<file path="config.mk">
export PLATFORM = sky130hd
export DESIGN_NAME = pcih_ctrl
export DESIGN_NICKNAME = d
export VERILOG_FILES = /design/src/pcih_pkg.sv /design/src/pcih_ctrl.sv
export SDC_FILE = /design/constraint.sdc
export NUM_CORES = 1
export LEC_CHECK = 0
export ABC_CLOCK_PERIOD_IN_PS = 2250
export CELL_PAD_IN_SITES_DETAIL_PLACEMENT = 0
export CELL_PAD_IN_SITES_GLOBAL_PLACEMENT = 2
export CORE_AREA = 5 5 42 44
export CTS_CLUSTER_SIZE = 16
export DETAILED_ROUTE_END_ITERATION = 7
export DIE_AREA = 0 0 47 49
export DONT_BUFFER_PORTS = 1
export GPL_TIMING_DRIVEN = 0
export PLACE_DENSITY_LB_ADDON = 0.12
export SETUP_SLACK_MARGIN = 0.3
export SLEW_MARGIN = 20
export SYNTH_ARGS = -nofsm -noshare
export SYNTH_HDL_FRONTEND = slang
export SYNTH_SLANG_ARGS = --single-unit
</file>
<file path="constraint.sdc">
create_clock -name clk_i -period 2.25 [get_ports clk_i]
set_input_delay 0.45 -clock clk_i [delete_from_list [all_inputs] [get_ports clk_i]]
set_output_delay 0.45 -clock clk_i [all_outputs]
set_load 0.02 [all_outputs]
</file>
<file path="src/pcih_pkg.sv">
`timescale 1ns / 1ps
// ----------------------------------------------------------------------------
// pcih_pkg: shared types and constants of the per-column histogram
// Holds the input kind codes, sample type codes, register indexes, the
// command and status bundles between controller and datapath, and the
// bin and label mapping functions.
// ----------------------------------------------------------------------------
package pcih_pkg;

  // Width of the configuration register index.
  localparam int CFG_INDEX_W = 2;

  // Configuration register indexes.
  localparam logic [CFG_INDEX_W-1:0] CFG_SAMPLE_TYPE   = 2'd0;
  localparam logic [CFG_INDEX_W-1:0] CFG_COLUMN_LENGTH = 2'd1;

  // Input item kinds.
  localparam logic [1:0] KIND_SAMPLE  = 2'd0;
  localparam logic [1:0] KIND_READ    = 2'd1;
  localparam logic [1:0] KIND_RESTART = 2'd2;

  // Sample types.
  localparam logic [1:0] TYPE_S8  = 2'd0;
  localparam logic [1:0] TYPE_U8  = 2'd1;
  localparam logic [1:0] TYPE_S16 = 2'd2;
  localparam logic [1:0] TYPE_U16 = 2'd3;

  // Commands from the controller to the datapath.
  typedef struct packed {
    logic clr_step;   // Write one zero entry of the reset clearing pass.
    logic accept;     // An input item is transferred this cycle.
    logic inc_write;  // Write back the incremented count of a sample.
    logic rd_finish;  // Load the result register and clear the bin if asked.
  } pcih_cmd_t;

  // Status from the datapath to the controller.
  typedef struct packed {
    logic [1:0] kind;          // Kind of the item on the input channel.
    logic       pos_in_range;  // Current column lies within the build.
    logic       out_free;      // Result register can take a new result.
    logic       clr_last;      // Clearing pass is at its last entry.
  } pcih_status_t;

  // Map raw sample bits to an offset bin value for the given type.
  function automatic logic [15:0] raw_bin(input logic [1:0] stype, input logic [15:0] raw);
    logic [15:0] b;
    case (stype)
      TYPE_S8:  b = {8'h00, raw[7:0] ^ 8'h80};
      TYPE_U8:  b = {8'h00, raw[7:0]};
      TYPE_S16: b = raw ^ 16'h8000;
      default:  b = raw;
    endcase
    return b;
  endfunction

  // Sample value that a bin stands for.
  function automatic logic signed [16:0] bin_label(input logic [1:0] stype,
                                                   input logic [16:0] bin);
    logic [16:0] v;
    case (stype)
      TYPE_S8:  v = bin - 17'd128;
      TYPE_S16: v = bin - 17'h08000;
      default:  v = bin;
    endcase
    return signed'(v);
  endfunction

endpackage

</file>
<file path="src/pcih_ctrl.sv">
`timescale 1ns / 1ps
// ----------------------------------------------------------------------------
// pcih_ctrl: histogram controller
// Sequences the reset clearing pass, input transfers, the read-modify-write
// of a sample and the delivery of a bin read.
// ----------------------------------------------------------------------------
module pcih_ctrl (
  input  logic                  clk_i,
  input  logic                  rst_ni,
  input  logic                  in_valid_i,
  output logic                  in_ready_o,
  input  pcih_pkg::pcih_status_t status_i,
  output pcih_pkg::pcih_cmd_t    cmd_o
);
  import pcih_pkg::*;

  typedef enum logic [3:0] {
    ST_CLEAR = 4'b0001,
    ST_IDLE  = 4'b0010,
    ST_INC   = 4'b0100,
    ST_READ  = 4'b1000
  } pcih_state_e;

  pcih_state_e state_q, state_d;

  // Next state and command decode.
  always_comb begin
    state_d    = state_q;
    cmd_o      = '0;
    in_ready_o = 1'b0;
    unique case (state_q)
      ST_CLEAR: begin
        cmd_o.clr_step = 1'b1;
        if (status_i.clr_last) begin
          state_d = ST_IDLE;
        end
      end
      ST_IDLE: begin
        in_ready_o   = 1'b1;
        cmd_o.accept = in_valid_i;
        if (in_valid_i) begin
          if (status_i.kind == KIND_SAMPLE && status_i.pos_in_range) begin
            state_d = ST_INC;
          end else if (status_i.kind == KIND_READ) begin
            state_d = ST_READ;
          end
        end
      end
      ST_INC: begin
        cmd_o.inc_write = 1'b1;
        state_d         = ST_IDLE;
      end
      ST_READ: begin
        if (status_i.out_free) begin
          cmd_o.rd_finish = 1'b1;
          state_d         = ST_IDLE;
        end
      end
      default: begin
        state_d = ST_CLEAR;
      end
    endcase
  end

  // State register; reset starts the clearing pass.
  always_ff @(posedge clk_i or negedge rst_ni) begin
    if (!rst_ni) begin
      state_q <= ST_CLEAR;
    end else begin
      state_q <= state_d;
    end
  end

endmodule

</file>
==> results_dict.tcl <==
set metrics [dict create \
    finish.utilization_pct 25.27 \
    drt-total-wl_um 663 \
    crit_type "reg -> out" \
    max_slew_margin_pct 61.80 \
    cts_tree "built" \
    syn_avg_cell_area_um2 10.39 \
    drt_iter0_drc 2 \
    clock-sinks 4 \
    syn_inst 26 \
    fill_cells 164 \
    finalCritPeriodShare_pct 85.66 \
    route.detailed.drc 0 \
    end_kind "output pin" \
    fin_nets 42 \
    synth.most_common_cell "o21ai_0" \
    worstHoldPathType "in -> async" \
    drive_gt1_share_pct 48.48 \
    finalClockSkew_ns 0.0006526 \
    synth-main-ff-cell "dfrtp_1" \
    die_w_um 47 \
    place.gp.congestion 0.6000 \
    dieHeight_um 49 \
    design.die.area_mm2 0.002303 \
    synth.ff_latch_count 4 \
    drt_first_pass_iters 2 \
    clkTransAtPathRegs_ns 0.04 \
    drtAntennaViolNets 0 \
    grt_pass1_vias 252 \
    min_period_ns 1.927 \
    leakage_nw 0.1278 \
    rsz0062_at_grt "true" \
    ys_warn_count 0 \
    synth.net_count 34 \
    hold_violations 0 \
    cts_max_level 1 \
    wl_per_cell_um 13.53 \
    worstPathRequired_ns 1.80 \
    final.setup.tns_ns 0 \
    worst_slew_pin_slew_ns 0.5682 \
    synth_area_um2 270.3 \
    core-area_mm2 0.001401 \
    cp.arrival_ns 1.48 \
    cp-start-kind "register" \
    synth_common_cells "o21ai_0, dfrtp_1, inv_1, nor2b_1" \
    synth_edf_count 0 \
    yosysSeqAreaShare_pct 37.50 \
    clk_latency_ns 0.23 \
    ys_async_sr_fraction_pct 100.0 \
    drt-vias-per-instance 4.653 \
    largest_reg_flops 4 \
    port_buffers 0 \
    vias 228 \
    setup_viol 0 \
    maxCapViolCount 0 \
    antenna_found_initial 0 \
    fmax_ghz 0.5189 \
    crit_path_max_fanout 5 \
    outcome "completed" \
    slew_viol_final 0 \
    n_antenna_cell 0 \
    synth_top_area_share_pct 27.78 \
    hpwl_um 535.4 \
    ctsLongestPathBuffers 2 \
    overflow 0 \
    track_usage_pct 7.057 \
    row_count 14 \
    area_growth_pct 31.02 \
    grt_first_pass_wirelength_um 1110 \
    yosysTopAreaCell "dfrtp_1" \
    powerDensity_mw_per_mm2 1031 \
    top_regs "state_q (4)" \
    top_register "state_q" \
    synth_area_leaders "dfrtp_1, dfstp_2, nor4b_4" \
    ios 13 \
    start_util_pct 19.29 \
    cts_buffers 3 \
    grt_max_degree 9 \
    vdd_ir_drop_max_v 0.0003476 \
    synth_cell_type_count 19 \
    clockRootBuffer "clkbuf_4" \
]
layout by cell type (no fill, tap or decap), drive strengths merged:
| cell type | count |
|---|---|
| and2 | 2 |
| nor2b | 2 |
| dlygate4sd3 | 1 |
| and3b | 1 |
| and4b | 1 |
| o31ai | 1 |
| a221o | 1 |
| nand3 | 1 |
| nor4b | 2 |
| buf | 2 |
| nor4 | 1 |
| dfstp | 1 |
| nand3b | 1 |
| and3 | 1 |
| clkbuf | 4 |
| o21ai | 4 |
| o21a | 1 |
| dfrtp | 3 |
| inv | 2 |
| nor2 | 1 |
power by group:
group | internal, W | total (W) | leakage (nW) | switching [W]
combinational | 0.0000675 | 0.000145 | 0.0663 | 0.0000775
clock | 0.0000666 | 0.0000969 | 0.0150 | 0.0000302
sequential | 0.0000974 | 0.000123 | 0.0465 | 0.0000259
total | 0.000231 | 0.000365 | 0.128 | 0.000134
area by class of cell:
cell class | instances | area [um^2] | share of cell area [%]
Multi-Input combinational cell | 20 | 170.2 | 48.06
Sequential cell | 4 | 105.1 | 29.68
Inverter | 2 | 7.507 | 2.120
Tap cell | 16 | 20.02 | 5.654
Clock buffer | 4 | 26.28 | 7.420
Timing Repair Buffer | 3 | 25.02 | 7.067
per-layer routing:
metal / vias up / track usage (%) / part of all wire [%] / routed length, um
met2: 11 / 10.18 / 49 / 324
li1: 112 / - / - / -
met4: 0 / 5.530 / 0 / 0
met3: 0 / 3.690 / 14 / 95
met1: 105 / 7.301 / 37 / 243
met5: - / 0 / 0 / 0
critical path, stage by stage (launching register included):
cell and delay (ns):
dfrtp_2 0.41, nor4b_4 0.54, and2_4 0.29
worst paths after layout:
kind | startpoint | endpoint | slack (ns) | depth (start not counted)
setup / recovery | state_q[2] | cmd_o[2] | 0.32 | 2
hold / removal | rst_ni | state_q[0] | 0.06 | 0
setup reg to reg | state_q[0] | state_q[1] | 0.91 | 4
hold reg to reg | state_q[3] | state_q[0] | 0.59 | 1
max in group asynchronous | rst_ni | state_q[2] | 1.63 | 1
min in group clk_i | status_i[1] | state_q[3] | 0.33 | 1
per-stage QoR:
step                      instance area (um^2)  setup slack, ns  hold WS (ns)  std cells  total power [W]
after CTS                                354.1           0.3046       0.05162         49        0.0003742
after floorplan                          270.3           0.5755        0.1544         26        0.0002232
final                                    354.1           0.3227       0.06057         49        0.0003651
after detailed placement                 290.3           0.4322        0.1545         42        0.0002502
after global routing                     354.1           0.2499       0.03564         49        0.0003925
after global placement                   290.3           0.4285        0.1545         42        0.0002467
timing repair:
action	in CTS	in global routing
buffers inserted	2	0
endpoints found under the setup margin	2	1
pin swaps	2	0
gates resized for setup	6	0
endpoints found under the hold margin	3	0
hold buffers	1	0
cells by family (layout without fill, tap and decap cells):
logic type	Yosys count	count (layout)	synth area share (%)
DFF	4	4	37.50
AOI/OAI and AO/OA	7	7	16.67
and+or+nand+nor	13	13	43.05
buffers and inverters	2	9	2.779
(Power assumes the default switching activity.)
